File: config.mk
export PLATFORM = sky130hd
export DESIGN_NAME = markup_stripping_substring_matcher_core
export DESIGN_NICKNAME = d
export VERILOG_FILES = /design/src/sv/msm_pkg.sv /design/src/sv/markup_stripping_substring_matcher_core.sv
export SDC_FILE = /design/constraint.sdc
export NUM_CORES = 1
export LEC_CHECK = 0
export BUFFER_PORTS_ARGS = -buffer_cell sky130_fd_sc_hd__buf_2
export CAP_MARGIN = 20
export CORE_UTILIZATION = 50
export DETAILED_ROUTE_END_ITERATION = 10
export MAX_ROUTING_LAYER = met4
export PLACE_DENSITY = 0.67
export SLEW_MARGIN = 0
export SYNTH_ARGS = -nofsm -noshare
export SYNTH_HDL_FRONTEND = slang
export SYNTH_SLANG_ARGS = --single-unit
export TNS_END_PERCENT = 100
File: constraint.sdc
create_clock -name clk -period 8.15 [get_ports clk]
set_input_delay 0.4075 -clock clk [delete_from_list [all_inputs] [get_ports clk]]
set_output_delay 0.4075 -clock clk [all_outputs]
set_load 0.05 [all_outputs]
File: src/sv/msm_pkg.sv
// Shared constants for the markup-stripping substring matcher.
package msm_pkg;

    // Query storage and configuration widths
    localparam int QUERY_WORD_W          = 64;
    localparam int QUERY_WORD_CHARS      = QUERY_WORD_W / 8;
    localparam int QUERY_STORED_CHARS    = 2 * QUERY_WORD_CHARS;
    localparam int QUERY_LEN_W           = 5;
    localparam int CFG_INDEX_W           = 2;
    localparam int CFG_DATA_W            = QUERY_WORD_W;
    localparam int MAX_QUERY_CHARS_DFLT  = 16;

    // Configuration register indexes
    localparam logic [CFG_INDEX_W-1:0] CFG_QUERY_LOW  = 2'd0;
    localparam logic [CFG_INDEX_W-1:0] CFG_QUERY_HIGH = 2'd1;
    localparam logic [CFG_INDEX_W-1:0] CFG_QUERY_LEN  = 2'd2;

    // Character codes
    localparam logic [7:0] CHAR_TAG_OPEN  = 8'h3C;   // '<'
    localparam logic [7:0] CHAR_TAG_CLOSE = 8'h3E;   // '>'
    localparam logic [7:0] CHAR_SPACE     = 8'h20;   // ' '
    localparam logic [7:0] CHAR_UPPER_A   = 8'h41;   // 'A'
    localparam logic [7:0] CHAR_UPPER_Z   = 8'h5A;   // 'Z'
    localparam logic [7:0] CASE_FOLD_OFS  = 8'h20;   // 'a' - 'A'

    typedef logic [7:0] char_t;

endpackage

File: src/sv/markup_stripping_substring_matcher_core.sv
// Streaming tag stripper with a sliding-window substring match and sticky found flag.
//
// One byte transfers per clock unless stalled; its result (found, verdict_final) is
// presented on the output register in the cycle after the transfer. The per-byte
// path is the window shift plus a parallel compare of all MAX_QUERY_CHARS window
// characters against the query, feeding the sticky match flag. Input stall follows
// the output register only: a byte is taken whenever the output is empty or is
// being taken in the same cycle. A byte marked document_end closes the document
// and clears tag mode, the window fill and the flag; query registers keep their
// values. Query length zero, or above MAX_QUERY_CHARS, never matches.
module markup_stripping_substring_matcher_core
    import msm_pkg::*;
#(
    parameter int MAX_QUERY_CHARS = MAX_QUERY_CHARS_DFLT
)
(
    input  logic                   clk,
    input  logic                   rst_n,
    // configuration write port
    input  logic                   cfg_we,
    input  logic [CFG_INDEX_W-1:0] cfg_index,
    input  logic [CFG_DATA_W-1:0]  cfg_data,
    // input channel
    input  logic                   in_valid,
    output logic                   in_stall,
    input  logic [7:0]             data_byte,
    input  logic                   document_end,
    // output channel
    output logic                   out_valid,
    input  logic                   out_stall,
    output logic                   found,
    output logic                   verdict_final
);

    localparam int CNT_W = $clog2(MAX_QUERY_CHARS + 1);
    localparam int CMP_W = (CNT_W > QUERY_LEN_W) ? CNT_W : QUERY_LEN_W;

    // Configuration registers
    logic [QUERY_WORD_W-1:0] query_low_reg;
    logic [QUERY_WORD_W-1:0] query_high_reg;
    logic [QUERY_LEN_W-1:0]  query_len_reg;

    // Document state
    char_t               recent_reg [MAX_QUERY_CHARS];
    char_t               recent_next[MAX_QUERY_CHARS];
    logic [CNT_W-1:0]    chars_seen_reg;
    logic [CNT_W-1:0]    chars_seen_next;
    logic                inside_tag_reg;
    logic                inside_tag_next;
    logic                match_seen_reg;
    logic                match_seen_next;

    // Output register
    logic                out_valid_reg;
    logic                found_reg;
    logic                verdict_final_reg;

    // Per-byte decode
    logic                in_xfer;
    logic                is_open;
    logic                is_close;
    logic                do_append;
    char_t               append_char;
    char_t               query_bytes[QUERY_STORED_CHARS];
    logic [MAX_QUERY_CHARS-1:0] lane_ok;
    logic                len_ok;
    logic                window_hit;

    assign in_stall = out_valid_reg & out_stall;
    assign in_xfer  = in_valid & ~in_stall;

    // Configuration writes
    always_ff @(posedge clk or negedge rst_n)
    begin
        if (!rst_n)
        begin
            query_low_reg  <= '0;
            query_high_reg <= '0;
            query_len_reg  <= '0;
        end
        else if (cfg_we)
        begin
            priority case (cfg_index)
                CFG_QUERY_LOW:  query_low_reg  <= cfg_data;
                CFG_QUERY_HIGH: query_high_reg <= cfg_data;
                CFG_QUERY_LEN:  query_len_reg  <= cfg_data[QUERY_LEN_W-1:0];
                default:        ;
            endcase
        end
    end

    // Query bytes, character 0 in the lowest byte of the low word
    always_comb
    begin
        for (int k = 0; k < QUERY_WORD_CHARS; k++)
        begin
            query_bytes[k]                    = query_low_reg[8*k +: 8];
            query_bytes[k + QUERY_WORD_CHARS] = query_high_reg[8*k +: 8];
        end
    end

    // Classify the byte and fold upper case
    always_comb
    begin
        is_open  = (data_byte == CHAR_TAG_OPEN);
        is_close = (data_byte == CHAR_TAG_CLOSE);
        if (is_close)
        begin
            append_char = CHAR_SPACE;
        end
        else if (data_byte >= CHAR_UPPER_A && data_byte <= CHAR_UPPER_Z)
        begin
            append_char = data_byte + CASE_FOLD_OFS;
        end
        else
        begin
            append_char = data_byte;
        end
        do_append = is_close | (~is_open & ~inside_tag_reg);
    end

    // Shifted window and fill count
    always_comb
    begin
        recent_next[0] = append_char;
        for (int i = 1; i < MAX_QUERY_CHARS; i++)
        begin
            recent_next[i] = recent_reg[i-1];
        end
        if (do_append && (chars_seen_reg != CNT_W'(MAX_QUERY_CHARS)))
        begin
            chars_seen_next = chars_seen_reg + 1'b1;
        end
        else
        begin
            chars_seen_next = chars_seen_reg;
        end
    end

    // Parallel compare: window entry i against query character len-1-i
    always_comb
    begin
        int    qi;
        char_t qc;
        for (int i = 0; i < MAX_QUERY_CHARS; i++)
        begin
            qi = 0;
            qc = '0;
            if (int'(query_len_reg) > i)
            begin
                qi = int'(query_len_reg) - 1 - i;
                if (qi < QUERY_STORED_CHARS)
                begin
                    qc = query_bytes[qi[$clog2(QUERY_STORED_CHARS)-1:0]];
                end
                lane_ok[i] = (recent_next[i] == qc);
            end
            else
            begin
                lane_ok[i] = 1'b1;
            end
        end
        len_ok = (query_len_reg != '0)
               && (CMP_W'(query_len_reg) <= CMP_W'(MAX_QUERY_CHARS))
               && (CMP_W'(chars_seen_next) >= CMP_W'(query_len_reg));
        window_hit = do_append & len_ok & (&lane_ok);
    end

    // Next tag mode and sticky flag
    always_comb
    begin
        priority if (is_open)
        begin
            inside_tag_next = 1'b1;
        end
        else if (is_close)
        begin
            inside_tag_next = 1'b0;
        end
        else
        begin
            inside_tag_next = inside_tag_reg;
        end
        match_seen_next = match_seen_reg | window_hit;
    end

    // Document state update; document end clears it
    always_ff @(posedge clk or negedge rst_n)
    begin
        if (!rst_n)
        begin
            chars_seen_reg <= '0;
            inside_tag_reg <= 1'b0;
            match_seen_reg <= 1'b0;
        end
        else if (in_xfer)
        begin
            if (document_end)
            begin
                chars_seen_reg <= '0;
                inside_tag_reg <= 1'b0;
                match_seen_reg <= 1'b0;
            end
            else
            begin
                chars_seen_reg <= chars_seen_next;
                inside_tag_reg <= inside_tag_next;
                match_seen_reg <= match_seen_next;
            end
        end
    end

    // Window storage; entries past the fill count are never compared
    always_ff @(posedge clk)
    begin
        if (in_xfer && do_append)
        begin
            for (int i = 0; i < MAX_QUERY_CHARS; i++)
            begin
                recent_reg[i] <= recent_next[i];
            end
        end
    end

    // Output register
    always_ff @(posedge clk or negedge rst_n)
    begin
        if (!rst_n)
        begin
            out_valid_reg <= 1'b0;
        end
        else if (in_xfer)
        begin
            out_valid_reg <= 1'b1;
        end
        else if (!out_stall)
        begin
            out_valid_reg <= 1'b0;
        end
    end

    always_ff @(posedge clk)
    begin
        if (in_xfer)
        begin
            found_reg         <= match_seen_next;
            verdict_final_reg <= document_end;
        end
    end

    assign out_valid     = out_valid_reg;
    assign found         = found_reg;
    assign verdict_final = verdict_final_reg;

    // Assertions
    a_fill_bounded: assert property (@(posedge clk) disable iff (!rst_n)
        chars_seen_reg <= CNT_W'(MAX_QUERY_CHARS))
        else $error("window fill count exceeds window depth");

    a_xfer_fills_output: assert property (@(posedge clk) disable iff (!rst_n)
        in_xfer |=> out_valid_reg)
        else $error("transferred byte produced no result");

    a_end_clears_state: assert property (@(posedge clk) disable iff (!rst_n)
        (in_xfer && document_end) |=>
            (verdict_final_reg && chars_seen_reg == '0 && !inside_tag_reg
             && !match_seen_reg))
        else $error("document end did not close the document");

    a_open_enters_tag: assert property (@(posedge clk) disable iff (!rst_n)
        (in_xfer && !document_end && data_byte == CHAR_TAG_OPEN) |=>
            (inside_tag_reg && $stable(chars_seen_reg)))
        else $error("tag open byte mishandled");

    a_flag_sticky: assert property (@(posedge clk) disable iff (!rst_n)
        (in_xfer && !document_end && match_seen_reg) |=> (match_seen_reg && found_reg))
        else $error("found flag dropped within a document");

endmodule

==> flow_metrics.py <==
metrics = {
    "clocking": {
        "clock_sinks": 263,
        "ctsHoldBuffers": 1,
        "htree_levels": 1,
        "cts_root_buffer": "clkbuf_16",
        "cts_buffer_depth": 3,
        "cts_made_buffers": 29,
        "cts-resized-gates": 0,
        "insertion_delay_ns": 0.58,
        "cts_setup_buffers": 0,
        "cts_tree": "built",
        "cts.clk_slew.worst_paths_ns": 0.06,
    },
    "die": {
        "core_um2": 40200,
        "die_area_um2": 42000,
        "num_rows": 73,
        "pin_count": 84,
        "start_util": 0.512,
        "die_w_um": 205,
        "die_y_um": 205,
    },
    "critical_path": {
        "crit_buf_inv": 2,
        "required_ns": 8.66,
        "crit_type": "flop to flop",
        "path_delay_family": "compound AO/OA/AOI/OAI gates",
        "endpoint_kind": "flop",
        "start_kind": "flop",
        "crit_chain": "inv_1, ha_4, clkinv_2, ha_1, or4_1, a21o_1, a211oi_4, mux2i_1, nand3b_1, or3b_1, a32o_1, o31ai_1, o2111ai_1, a2111oi_2, o311ai_1, nand2_1",
        "worstPathArrival_ns": 7.05,
        "cp_slowest_cell": "a211oi_4",
        "worst-path-max-fanout": 42,
        "cpPeakStageDelay_ns": 0.86,
    },
    "synth": {
        "synth_flop_cell": "dfrtp_1",
        "syn-num-nets": 1849,
        "synth-edff-count": 122,
        "avgSynthCellArea_um2": 11.8,
        "synth_top_area_frac": 0.178,
        "yosys-top-cells-area": "edfxtp_1, dfrtp_1, mux4_2",
        "synthArstFlopShare": 0.536,
        "synthCells": 1744,
        "synth_seq_cells": 263,
        "yosysWarnings": 0,
        "netlist_area_um2": 20600,
        "synth_cell_types": 89,
        "synth_top_area_cell": "edfxtp_1",
        "yosysSeqAreaShare": 0.349,
    },
    "route": {
        "drtPass1Iterations": 8,
        "num_vias": 16573,
        "wire_per_inst_um": 31.6,
        "detail_route.vias_per_cell": 7.11,
        "ant_nets": 0,
        "post-route-drc-count": 0,
        "first_iter_violations": 2128,
        "wirelength_um": 73600,
    },
    "status": {
        "status": "complete, no violations",
    },
    "layout": {
        "fillers": 3413,
        "largest_register_ffs": 120,
        "final_nets": 1885,
        "drive_gt1_frac": 0.303,
        "syn_to_final_growth_pct": 8.55,
        "final_cells": 2330,
    },
    "timing": {
        "maxSlewViolCount": 0,
        "hold_viol_final": 0,
        "fin_ws_ns": 1.61,
        "fmax_mhz": 153,
        "finalSetupTns_ns": 0,
        "tightest_slew_ns": 1.23,
        "fin_crit_ns": 6.54,
        "slew_headroom": 0.172,
        "setup-violations-final": 0,
        "period_share": 0.802,
        "fin_worst_skew_ns": 0.0169,
        "rsz0062_at_grt": "false",
    },
    "global_routing": {
        "grt_max_degree": 153,
        "grt_pass1_wl_um": 107000,
        "grt_usage": 0.365,
        "antenna_found_initial": 0,
        "grt_pass1_vias": 15407,
        "overflow": 0,
    },
    "placement": {
        "dp_slack_ns": 1.74,
        "hpwl_um": 58300,
        "dp.cells": 2272,
        "gp_congestion": 1.13,
        "io_buffers": 83,
    },
    "flow_run": {
        "drv_cap": 0,
    },
    "pwr": {
        "ir_worst_vdd_mv": 0.214,
        "p_leak_uw": 0.00849,
        "powerDensity_nw_per_um2": 408,
    },
    "min_path": {
        "hold_path.class": "primary input to flop",
    },
}
-- logic make-up after synthesis --
kind of cell | synth area share
AO/OA/AOI/OAI | 0.115
XOR/XNOR | 0.0364
adder cells (fa/ha/maj) | 0.0181
buffers and inverters | 0.0401
flip-flops | 0.349
multiplexers | 0.347
AND/OR/NAND/NOR | 0.0939
-- metrics by stage --
stage | power, uW | util | hold slack, ns | area, um^2
after detailed placement | 7600 | 0.532 | 0.467 | 21400
after global routing | 9440 | 0.556 | 0.0630 | 22300
after floorplan | 5790 | - | 0.112 | 20600
final | 9120 | 0.556 | 0.0497 | 22300
after CTS | 8940 | 0.556 | 0.0283 | 22300
after global placement | 7510 | 0.532 | 0.466 | 21400
-- Yosys cell counts (all sizes together) (26+ instances only) --
library cell    n
mux2          219
mux2i         162
dfrtp         141
mux4          136
edfxtp        122
nand2          79
nor2           70
inv            67
buf            63
a21oi          61
xnor2          55
o21ai          52
clkbuf         45
o32ai          26
-- path summary, 6_finish.rpt --
kind,endpoint,slack [ns],startpoint,cells after the start
worst max-delay path,match_seen_reg,1.61,query_len_reg[1],16
worst min-delay path,out_valid,0.05,in_valid,2
worst max register to register,match_seen_reg,1.61,query_len_reg[1],16
worst min register to register,recent_reg[0][34],0.48,recent_reg[0][26],0
max in group asynchronous,query_len_reg[0],6.35,rst_n,3
min in group asynchronous,query_high_reg[60],0.49,rst_n,2
-- power breakdown --
| group | internal, uW | switching, uW | leakage [uW] | total, uW |
|---|---|---|---|---|
| Clock | 756 | 555 | 0.000467 | 1310 |
| Combinational | 2380 | 3590 | 0.00522 | 5960 |
| Sequential | 1620 | 227 | 0.00281 | 1850 |
-- cells in the final DEF, fill, tap and decap left out, drive strengths merged, types with 24 or more instances in the layout --
| cell type | netlist | routed |
|---|---|---|
| ha | 25 | 25 |
| mux2i | 162 | 162 |
| buf | 63 | 111 |
| xnor2 | 55 | 55 |
| inv | 67 | 68 |
| mux4 | 136 | 136 |
| nor2 | 70 | 70 |
| o32ai | 26 | 26 |
| edfxtp | 122 | 122 |
| clkbuf | 45 | 37 |
| a21oi | 61 | 61 |
| mux2 | 219 | 219 |
| nand2 | 79 | 79 |
| dfrtp | 141 | 141 |
| o21ai | 52 | 52 |
| a31oi | 24 | 24 |
-- worst register-to-register path, cell delays in order (launching register included) --
cell,delay [ns]
dfrtp_1,0.77
inv_1,0.32
ha_4,0.78
clkinv_2,0.26
ha_1,0.40
or4_1,0.59
a21o_1,0.21
a211oi_4,0.86
mux2i_1,0.41
nand3b_1,0.10
or3b_1,0.38
a32o_1,0.26
o31ai_1,0.30
o2111ai_1,0.20
a2111oi_2,0.37
o311ai_1,0.16
nand2_1,0.10
-- layout make-up --
cell class | count | area [um^2] | area share
Sequential cell | 263 | 7200 | 0.322
Timing Repair Buffer | 113 | 659 | 0.0295
Clock inverter | 18 | 155 | 0.00694
Tap cell | 525 | 657 | 0.0294
Antenna cell | 2 | 5.00 | 0.000224
Clock buffer | 36 | 796 | 0.0356
Inverter | 68 | 259 | 0.0116
Multi-Input combinational cell | 1305 | 12600 | 0.565
-- routing by layer --
layer | up-vias | track usage | share of wire
met3 | 159 | 0.0857 | 0.11
li1 | 7006 | - | -
met2 | 1011 | 0.534 | 0.44
met4 | 0 | 0.139 | 0.047
met1 | 8397 | 0.491 | 0.40
met5 | - | - | 0
(Power assumes the default switching activity.)
